<file path="src/sv/assert_macros.svh">
// Assertion macros used by the top level of the preset table tuner.
// Each macro expands to one labeled concurrent assertion clocked on clk, reset by arst_n.
`ifndef ASSERT_MACROS_SVH
`define ASSERT_MACROS_SVH

// same-cycle implication
`define ASSERT_IMPLIES(lbl, ante, cons, msg) \
	lbl: assert property (@(posedge clk) disable iff (!arst_n) (ante) |-> (cons)) \
		else $error(msg);

// next-cycle implication
`define ASSERT_NEXT(lbl, ante, cons, msg) \
	lbl: assert property (@(posedge clk) disable iff (!arst_n) (ante) |=> (cons)) \
		else $error(msg);

`endif

</file>
<file path="src/sv/sptt_pkg.sv">
// Package of the preset table tuner: transaction types, mode and register codes, constants.
// No dependencies; every module imports it.
package sptt_pkg;

	localparam logic [15:0] EMPTY_ENTRY  = 16'hFFFF;
	localparam logic [15:0] FREQ_MIN_RST = 16'd8750;
	localparam logic [15:0] FREQ_MAX_RST = 16'd10800;

	localparam logic [2:0] MODE_TUNE  = 3'd0;
	localparam logic [2:0] MODE_SCAN  = 3'd1;
	localparam logic [2:0] MODE_LOAD  = 3'd2;
	localparam logic [2:0] MODE_STORE = 3'd3;
	localparam logic [2:0] MODE_MONO  = 3'd4;

	localparam logic REG_FREQ_MIN = 1'b0;
	localparam logic REG_FREQ_MAX = 1'b1;

	typedef struct packed {
		logic [2:0]  mode;
		logic [15:0] freq_value;
		logic        direction;
		logic [5:0]  preset_index;
	} cmd_t;

	typedef struct packed {
		logic [15:0] cur_freq;
		logic        mono_on;
		logic [6:0]  station_num;
	} result_t;

	typedef struct packed {
		logic        shift;
		logic [15:0] tail;
	} ring_t;

	typedef enum logic [1:0] {
		ST_IDLE,
		ST_EDIT,
		ST_FIND
	} state_t;

	typedef enum logic [1:0] {
		ED_SEARCH,
		ED_DELETE,
		ED_INSERT
	} edit_t;

	function automatic logic [15:0] wrap_freq(input logic [15:0] f, input logic [15:0] fmin,
			input logic [15:0] fmax);
		logic [15:0] r;
		r = f;
		if (r > fmax) begin
			r = fmin;
		end
		if (r < fmin) begin
			r = fmax;
		end
		return r;
	endfunction

endpackage

</file>
<file path="src/sv/sorted_preset_table_tuner.sv">
// Top level of the preset table tuner: APB register port, ring of table cells, walk controller.
// Depends on sptt_pkg, sptt_cell, sptt_ctrl and assert_macros.svh.
//
// Use: drive cmd and raise start while busy is low; the transaction is taken at that edge
// and busy rises in the next cycle. Commands: tune, scan stored, load preset, store or
// delete the current frequency, toggle mono.
// The table lives in a ring of STATION_COUNT cells that rotates one place per cycle while
// busy is high. A transaction makes two full turns: the first applies tune, scan, load or
// the store edit, the second searches the station number of the final frequency. done then
// pulses for one cycle with result valid. The next command can be taken in the done cycle;
// no new command is taken while busy is high.
// The receiver cannot stall: done is shown once, and result holds until the next
// transaction's find turn ends.
// freq_min (address 0) and freq_max (address 4) are written over APB; the user must write
// them only while busy is low, since the block itself does not enforce it.
// Reset clears every table entry to empty (0xFFFF) at once, sets the current frequency to
// the freq_min reset value, clears mono and restores both registers.
`include "assert_macros.svh"

module sorted_preset_table_tuner
	import sptt_pkg::*;
#(
	parameter int STATION_COUNT = 64
) (
	input  logic        clk,
	input  logic        arst_n,
	input  logic        psel,
	input  logic        penable,
	input  logic        pwrite,
	input  logic [2:0]  paddr,
	input  logic [31:0] pwdata,
	output logic [31:0] prdata,
	output logic        pready,
	input  logic        start,
	output logic        busy,
	input  cmd_t        cmd,
	output logic        done,
	output result_t     result
);

	logic [15:0] freq_min_q;
	logic [15:0] freq_max_q;
	logic [15:0] cell_q [STATION_COUNT];
	ring_t       ring;

	assign pready = 1'b1;

	always_ff @(posedge clk or negedge arst_n) begin
		if (!arst_n) begin
			freq_min_q <= FREQ_MIN_RST;
			freq_max_q <= FREQ_MAX_RST;
		end else if (psel && penable && pwrite && pready) begin
			unique case (paddr[2])
				REG_FREQ_MIN: freq_min_q <= pwdata[15:0];
				REG_FREQ_MAX: freq_max_q <= pwdata[15:0];
				default: ;
			endcase
		end
	end

	always_comb begin
		unique case (paddr[2])
			REG_FREQ_MIN: prdata = {16'b0, freq_min_q};
			REG_FREQ_MAX: prdata = {16'b0, freq_max_q};
			default:      prdata = '0;
		endcase
	end

	for (genvar k = 0; k < STATION_COUNT; k++) begin : g_cell
		logic [15:0] d;
		if (k == STATION_COUNT - 1) begin : g_tail
			assign d = ring.tail;
		end else begin : g_link
			assign d = cell_q[k+1];
		end
		sptt_cell u_cell (
			.clk    (clk),
			.arst_n (arst_n),
			.shift  (ring.shift),
			.d      (d),
			.q      (cell_q[k])
		);
	end

	sptt_ctrl #(
		.STATION_COUNT (STATION_COUNT)
	) u_ctrl (
		.clk      (clk),
		.arst_n   (arst_n),
		.start    (start),
		.busy     (busy),
		.cmd      (cmd),
		.freq_min (freq_min_q),
		.freq_max (freq_max_q),
		.head     (cell_q[0]),
		.next     (cell_q[1]),
		.ring     (ring),
		.done     (done),
		.result   (result)
	);

	`ASSERT_NEXT(a_start_busy, start && !busy, busy, "accepted transaction did not raise busy")
	`ASSERT_IMPLIES(a_done_idle, done, !busy, "result reported while still busy")
	`ASSERT_IMPLIES(a_done_past, done, $past(busy), "result without a transaction in flight")

endmodule

</file>
<file path="src/sv/sptt_cell.sv">
// One table cell of the preset ring: holds one stored frequency, takes its neighbor's on shift.
// Depends on sptt_pkg.
module sptt_cell
	import sptt_pkg::*;
(
	input  logic        clk,
	input  logic        arst_n,
	input  logic        shift,
	input  logic [15:0] d,
	output logic [15:0] q
);

	logic [15:0] entry_q;

	always_ff @(posedge clk or negedge arst_n) begin
		if (!arst_n) begin
			entry_q <= EMPTY_ENTRY;
		end else if (shift) begin
			entry_q <= d;
		end
	end

	assign q = entry_q;

endmodule

</file>
<file path="src/sv/sptt_ctrl.sv">
// Walk controller of the preset table tuner: rotates the cell ring twice per transaction,
// edits the stream on store, resolves scan/load, then finds the station number. Uses sptt_pkg.
module sptt_ctrl
	import sptt_pkg::*;
#(
	parameter int STATION_COUNT = 64
) (
	input  logic        clk,
	input  logic        arst_n,
	input  logic        start,
	output logic        busy,
	input  cmd_t        cmd,
	input  logic [15:0] freq_min,
	input  logic [15:0] freq_max,
	input  logic [15:0] head,
	input  logic [15:0] next,
	output ring_t       ring,
	output logic        done,
	output result_t     result
);

	localparam int IW  = $clog2(STATION_COUNT);
	localparam int IXW = (IW > 6) ? IW : 6;
	localparam int SW  = (IW + 1 > 7) ? IW + 1 : 7;

	state_t      state_q, state_d;
	logic [IW-1:0] step_q;
	cmd_t        cmd_q;
	logic [15:0] cur_q;
	logic        mono_q;
	logic [15:0] found_q, found_n;
	logic        apply_q, apply_n;
	logic        hit_q, hit_n;
	edit_t       edit_q;
	logic [15:0] carry_q;
	logic [6:0]  station_q, station_n;
	logic        stn_hit_q, stn_hit_n;
	logic        done_q;
	result_t     result_q;
	logic        last_step;
	logic        idx_hit;
	logic [15:0] tail_edit;
	logic [SW-1:0] pos;

	assign last_step = (step_q == IW'(STATION_COUNT - 1));
	assign idx_hit   = (IXW'(cmd_q.preset_index) == IXW'(step_q));
	assign pos       = SW'(step_q) + SW'(1);

	always_ff @(posedge clk or negedge arst_n) begin
		if (!arst_n) begin
			state_q <= ST_IDLE;
		end else begin
			state_q <= state_d;
		end
	end

	always_comb begin
		state_d = state_q;
		busy    = (state_q != ST_IDLE);
		unique case (state_q)
			ST_IDLE: begin
				if (start) begin
					state_d = ST_EDIT;
				end
			end
			ST_EDIT: begin
				if (last_step) begin
					state_d = ST_FIND;
				end
			end
			ST_FIND: begin
				if (last_step) begin
					state_d = ST_IDLE;
				end
			end
			default: state_d = ST_IDLE;
		endcase
	end

	always_comb begin
		unique case (edit_q)
			ED_SEARCH: begin
				if (head < cur_q) begin
					tail_edit = head;
				end else if (head == cur_q) begin
					tail_edit = last_step ? EMPTY_ENTRY : next;
				end else begin
					tail_edit = cur_q;
				end
			end
			ED_DELETE: tail_edit = last_step ? EMPTY_ENTRY : next;
			ED_INSERT: tail_edit = carry_q;
			default:   tail_edit = head;
		endcase
		ring.shift = busy;
		ring.tail  = (state_q == ST_EDIT && cmd_q.mode == MODE_STORE) ? tail_edit : head;
	end

	always_comb begin
		found_n = found_q;
		apply_n = apply_q;
		hit_n   = hit_q;
		if (cmd_q.mode == MODE_SCAN && !hit_q && head != EMPTY_ENTRY) begin
			if (cmd_q.direction) begin
				if (head > cur_q) begin
					found_n = head;
					hit_n   = 1'b1;
				end
			end else begin
				if (head < cur_q) begin
					found_n = head;
				end else begin
					hit_n = 1'b1;
				end
			end
		end
		if (cmd_q.mode == MODE_LOAD && idx_hit && head != EMPTY_ENTRY) begin
			found_n = head;
			apply_n = 1'b1;
		end
		station_n = station_q;
		stn_hit_n = stn_hit_q;
		if (!stn_hit_q && head == cur_q) begin
			station_n = pos[6:0];
			stn_hit_n = 1'b1;
		end
	end

	always_ff @(posedge clk or negedge arst_n) begin
		if (!arst_n) begin
			step_q <= '0;
			cur_q  <= FREQ_MIN_RST;
			mono_q <= 1'b0;
			done_q <= 1'b0;
		end else begin
			done_q <= 1'b0;
			unique case (state_q)
				ST_IDLE: begin
					step_q <= '0;
					if (start && cmd.mode == MODE_MONO) begin
						mono_q <= ~mono_q;
					end
				end
				ST_EDIT: begin
					step_q <= last_step ? '0 : step_q + IW'(1);
					if (last_step && apply_n) begin
						cur_q <= wrap_freq(found_n, freq_min, freq_max);
					end
				end
				ST_FIND: begin
					step_q <= last_step ? '0 : step_q + IW'(1);
					if (last_step) begin
						done_q <= 1'b1;
					end
				end
				default: step_q <= '0;
			endcase
		end
	end

	always_ff @(posedge clk) begin
		unique case (state_q)
			ST_IDLE: begin
				cmd_q   <= cmd;
				found_q <= (cmd.mode == MODE_TUNE) ? cmd.freq_value : cur_q;
				apply_q <= (cmd.mode == MODE_TUNE) || (cmd.mode == MODE_SCAN) ||
					(cmd.mode == MODE_MONO);
				hit_q   <= 1'b0;
				edit_q  <= ED_SEARCH;
			end
			ST_EDIT: begin
				found_q <= found_n;
				apply_q <= apply_n;
				hit_q   <= hit_n;
				if (cmd_q.mode == MODE_STORE) begin
					unique case (edit_q)
						ED_SEARCH: begin
							if (head == cur_q) begin
								edit_q <= ED_DELETE;
							end else if (head > cur_q) begin
								edit_q  <= ED_INSERT;
								carry_q <= head;
							end
						end
						ED_INSERT: carry_q <= head;
						default: ;
					endcase
				end
				station_q <= '0;
				stn_hit_q <= 1'b0;
			end
			ST_FIND: begin
				station_q <= station_n;
				stn_hit_q <= stn_hit_n;
				if (last_step) begin
					result_q.cur_freq    <= cur_q;
					result_q.mono_on     <= mono_q;
					result_q.station_num <= station_n;
				end
			end
			default: ;
		endcase
	end

	assign done   = done_q;
	assign result = result_q;

endmodule
</file>
<file path="config.mk">
export PLATFORM = sky130hd
export DESIGN_NAME = sorted_preset_table_tuner
export DESIGN_NICKNAME = d
export VERILOG_FILES = /design/src/sv/sptt_pkg.sv /design/src/sv/sorted_preset_table_tuner.sv /design/src/sv/sptt_cell.sv /design/src/sv/sptt_ctrl.sv
export VERILOG_INCLUDE_DIRS = /design/src /design/src/sv
export SDC_FILE = /design/constraint.sdc
export NUM_CORES = 2
export LEC_CHECK = 0
export ABC_AREA = 1
export BUFFER_PORTS_ARGS = -buffer_cell sky130_fd_sc_hd__buf_2
export CAP_MARGIN = 20
export CORE_ASPECT_RATIO = 1.2
export CORE_UTILIZATION = 35
export DETAILED_ROUTE_END_ITERATION = 6
export PLACE_DENSITY = 0.56
export SLEW_MARGIN = 40
export SYNTH_ARGS = -nofsm -noshare
export SYNTH_HDL_FRONTEND = slang
export SYNTH_SLANG_ARGS = --single-unit
</file>
<file path="constraint.sdc">
create_clock -name clk -period 5.3 [get_ports clk]
set_input_delay 0 -clock clk [delete_from_list [all_inputs] [get_ports clk]]
set_output_delay 0 -clock clk [all_outputs]
set_load 0.01 [all_outputs]
</file>
==> results.md <==
- Drt first pass iters: 5
- Commonest non-fill, non-tap cell in the layout: nand2_1
- First-pass GRT wire length: 179 mm
- Top FF cell, synth: dfstp_2
- DIE AREA: 139000 um2
- Synthesized cell area: 48000 um2
- Placer Congestion: 0.911
- Post-DR wirelength/cell: 14.5 um
- Synthesized instance count: 5345
- Final net count: 5659
- CP Data Arrival Time: 5.87 ns
- Die Wd: around 340 um
- Final worst slack: approximately 0.11 ns
- Total Power: a little under 30 mW
- Core area: about 140000 um2
- DP HPWL: 64.3 mm
- Deepest clock path buffer count: 3
- Drt total wl: roughly 110 mm
- Min Tclk post-route: 5.19 ns
- Final setup TNS: 0 ns
- Commonest cells after routing, fill and taps aside: nand2_1 (3089), dfstp_2 (1041), o21ai_0 (193)
- Hold Slack: approximately 0.045 ns
- Worst skew pair latency: between 0.7 and 0.8 ns
- Vias in the first global route: 33560
- Crit Path Class: reg -> reg
- Antenna violations before repair: 0
- Largest net degree at the start of global routing: 211
- Leakage: 26.0 nW
- VDD IR-drop max: around 0.54 mV
- Synth warn: 0
- IO buf count: 90
- CP required: 5.98 ns
- Util after Layout: 41.7%
- Pwr dens: 518 nW/um2
- Overflow after GRT: 0
- CP Launch Type: flop
- Iteration-0 DRC Markers: 2057
- Sequential fraction of the synthesis area: 64.0%
- Starting Density: 35.3%
- Setup Skew: between 0.05 and 0.06 ns
- Yosys reg bits: 1160
- Dpl ws: -0.308 ns
- RSZ-0062 raised after global routing: true
- Hold Vio Cnt, Final: 0
- Post-synth EDFFs: 78
- Area Overhead vs Synth: 17.9%
- Io pins: 126
- Class of the worst hold path: in -> reg
- Slowest cell on the critical path: dfstp_2
- Max cap viols: 0
- Crit path top cell by count: nand2_2
- Die height: a little over 400 um
- DRC viols: 0
- Critical Path Sink Type: flop
- Row cnt: roughly 150
- Clk pin slew, worst setup/hold paths: 0.07 ns
- Post-route clock period utilization: slightly below 100%
- Vias per inst: 4.48
- GRT Overall Usage: 15.6%
- Post-synth cell types: 45
- Max Clk Rate: 193 MHz
- CTS tree: yes
- Post-DRT Antenna Nets: 0
- Share of cells above drive strength 1: 29.6%
- Via Count: 33380
- Final setup fails: 0
- # diodes: 0
- Total CTS buffers: 116
- CP max stage delay: about 0.56 ns
- Crit-path max FO: 8
- CTS H-tree lvls: 3
- Mean Syn Cell Area: 8.98 um2
- Async S/R FF share, synth: 93.3%
- Root buffer cell: clkbuf_16
- Slew Viols, Final: 0
- Worst relative slew slack: 45.0%
- Outcome: complete, no violations
- Slew @ Worst Pin: 0.825 ns
- Sink Count: approximately 1200
- Flop2flop setup slack: between 0.1 and 0.15 ns
[stage by stage]
step                cell area [um2]  cells
CTS                           55800   7414
floorplan                     48000   5360
global route                  56500   7443
detailed placement            51200   7133
global placement              51100   7130
finish                        56500   7443
[sequential cells by signal (all words and copies together) (netlist names)]
| name | flops |
|---|---|
| freq_max_q | 16 |
| freq_min_q | 16 |
| g_cell.u_cell.q | 1024 |
| u_ctrl.apply_q | 1 |
| u_ctrl.carry_q | 16 |
| u_ctrl.cmd_q | 10 |
| u_ctrl.cur_q | 16 |
| u_ctrl.done | 1 |
| u_ctrl.edit_q | 2 |
| u_ctrl.found_q | 16 |
| u_ctrl.hit_q | 1 |
| u_ctrl.mono_q | 1 |
| u_ctrl.result | 24 |
| u_ctrl.state_q | 2 |
| u_ctrl.station_q | 7 |
| u_ctrl.step_q | 6 |
| u_ctrl.stn_hit_q | 1 |
[per-layer routing]
metal	part of all wire [%]	up-vias	global-route usage, %
met1	47	16032	21.1
met3	2.9	147	2.33
li1	-	16816	-
met2	48	385	25.5
met4	2.7	0	5.24
met5	0	-	0
[critical path, delay by kind of cell (launching register included)]
kind            cells  cell delay, ns
simple gates       18            1.44
fa+ha+maj           3            0.82
flops               1            0.56
compound gates      9            1.20
buf+inv             9            1.09
[repair_timing]
action,in CTS,in global routing
buffers inserted,1,20
cloned,0,7
resized for setup,7,118
pin swaps,1,44
hold buffers,60,0
setup endpoints to repair,16,16
endpoints found under the hold margin,141,0
[synthesized netlist by cell type, drive strengths merged, types with 2 or more instances]
cell | instances | share of area (%)
nand2 | 3128 | 25
dfstp | 1041 | 57
clkbuf | 245 | 1.9
o21ai | 234 | 2.4
inv | 198 | 1.5
edfxtp | 78 | 4.9
nand3 | 72 | 0.88
nor2 | 63 | 0.51
a21oi | 60 | 0.65
ha | 51 | 1.3
buf | 44 | 0.56
dfrtp | 41 | 2.1
o211ai | 34 | 0.53
o32ai | 14 | 0.26
nand4 | 10 | 0.16
nor3 | 6 | 0.073
or2 | 4 | 0.052
xor2 | 4 | 0.073
clkinv | 3 | 0.023
a211oi | 2 | 0.031
a21o | 2 | 0.031
conb | 2 | 0.016
nor4 | 2 | 0.039
[cell families after synthesis]
kind of cell	after synthesis	share of synthesized area [%]
adders and majority gates	51	1.33
other	2	0.0157
AOI/OAI and AO/OA	350	4.02
xor gates and xnor gates	5	0.0913
DFF	1160	64.0
and+or+nand+nor	3287	26.5
buffers and inverters	490	4.05
[final timing paths]
path / from / endpoint / cells past startpoint
max: u_ctrl.cur_q[9] / u_ctrl.cur_q[1] / 39
min: psel / freq_min_q[5] / 5
max reg2reg: u_ctrl.cur_q[9] / u_ctrl.cur_q[1] / 39
min reg2reg: g_cell[50].u_cell.q[0] / g_cell[49].u_cell.q[0] / 2
max in group asynchronous: arst_n / g_cell[16].u_cell.q[14] / 4
min in group asynchronous: arst_n / freq_min_q[5] / 2
[power breakdown]
group	internal [mW]	switching (mW)
clock	4.81	3.59
sequential	11.6	0.866
combinational	2.60	5.87
total	19.0	10.3
[layout make-up]
| cell class | instances | area (um2) |
|---|---|---|
| repair buffers | 351 | 3060 |
| clock inverters | 50 | 548 |
| inverters | 201 | 769 |
| repair inverters | 1 | 8.76 |
| fillers | 13475 | 79200 |
| clock buffers | 170 | 3400 |
| multi-input cells | 3710 | 15800 |
| flip-flops and latches | 1160 | 30700 |
| well taps | 1800 | 2250 |
No activity file was read; power rests on OpenSTA's default activity.
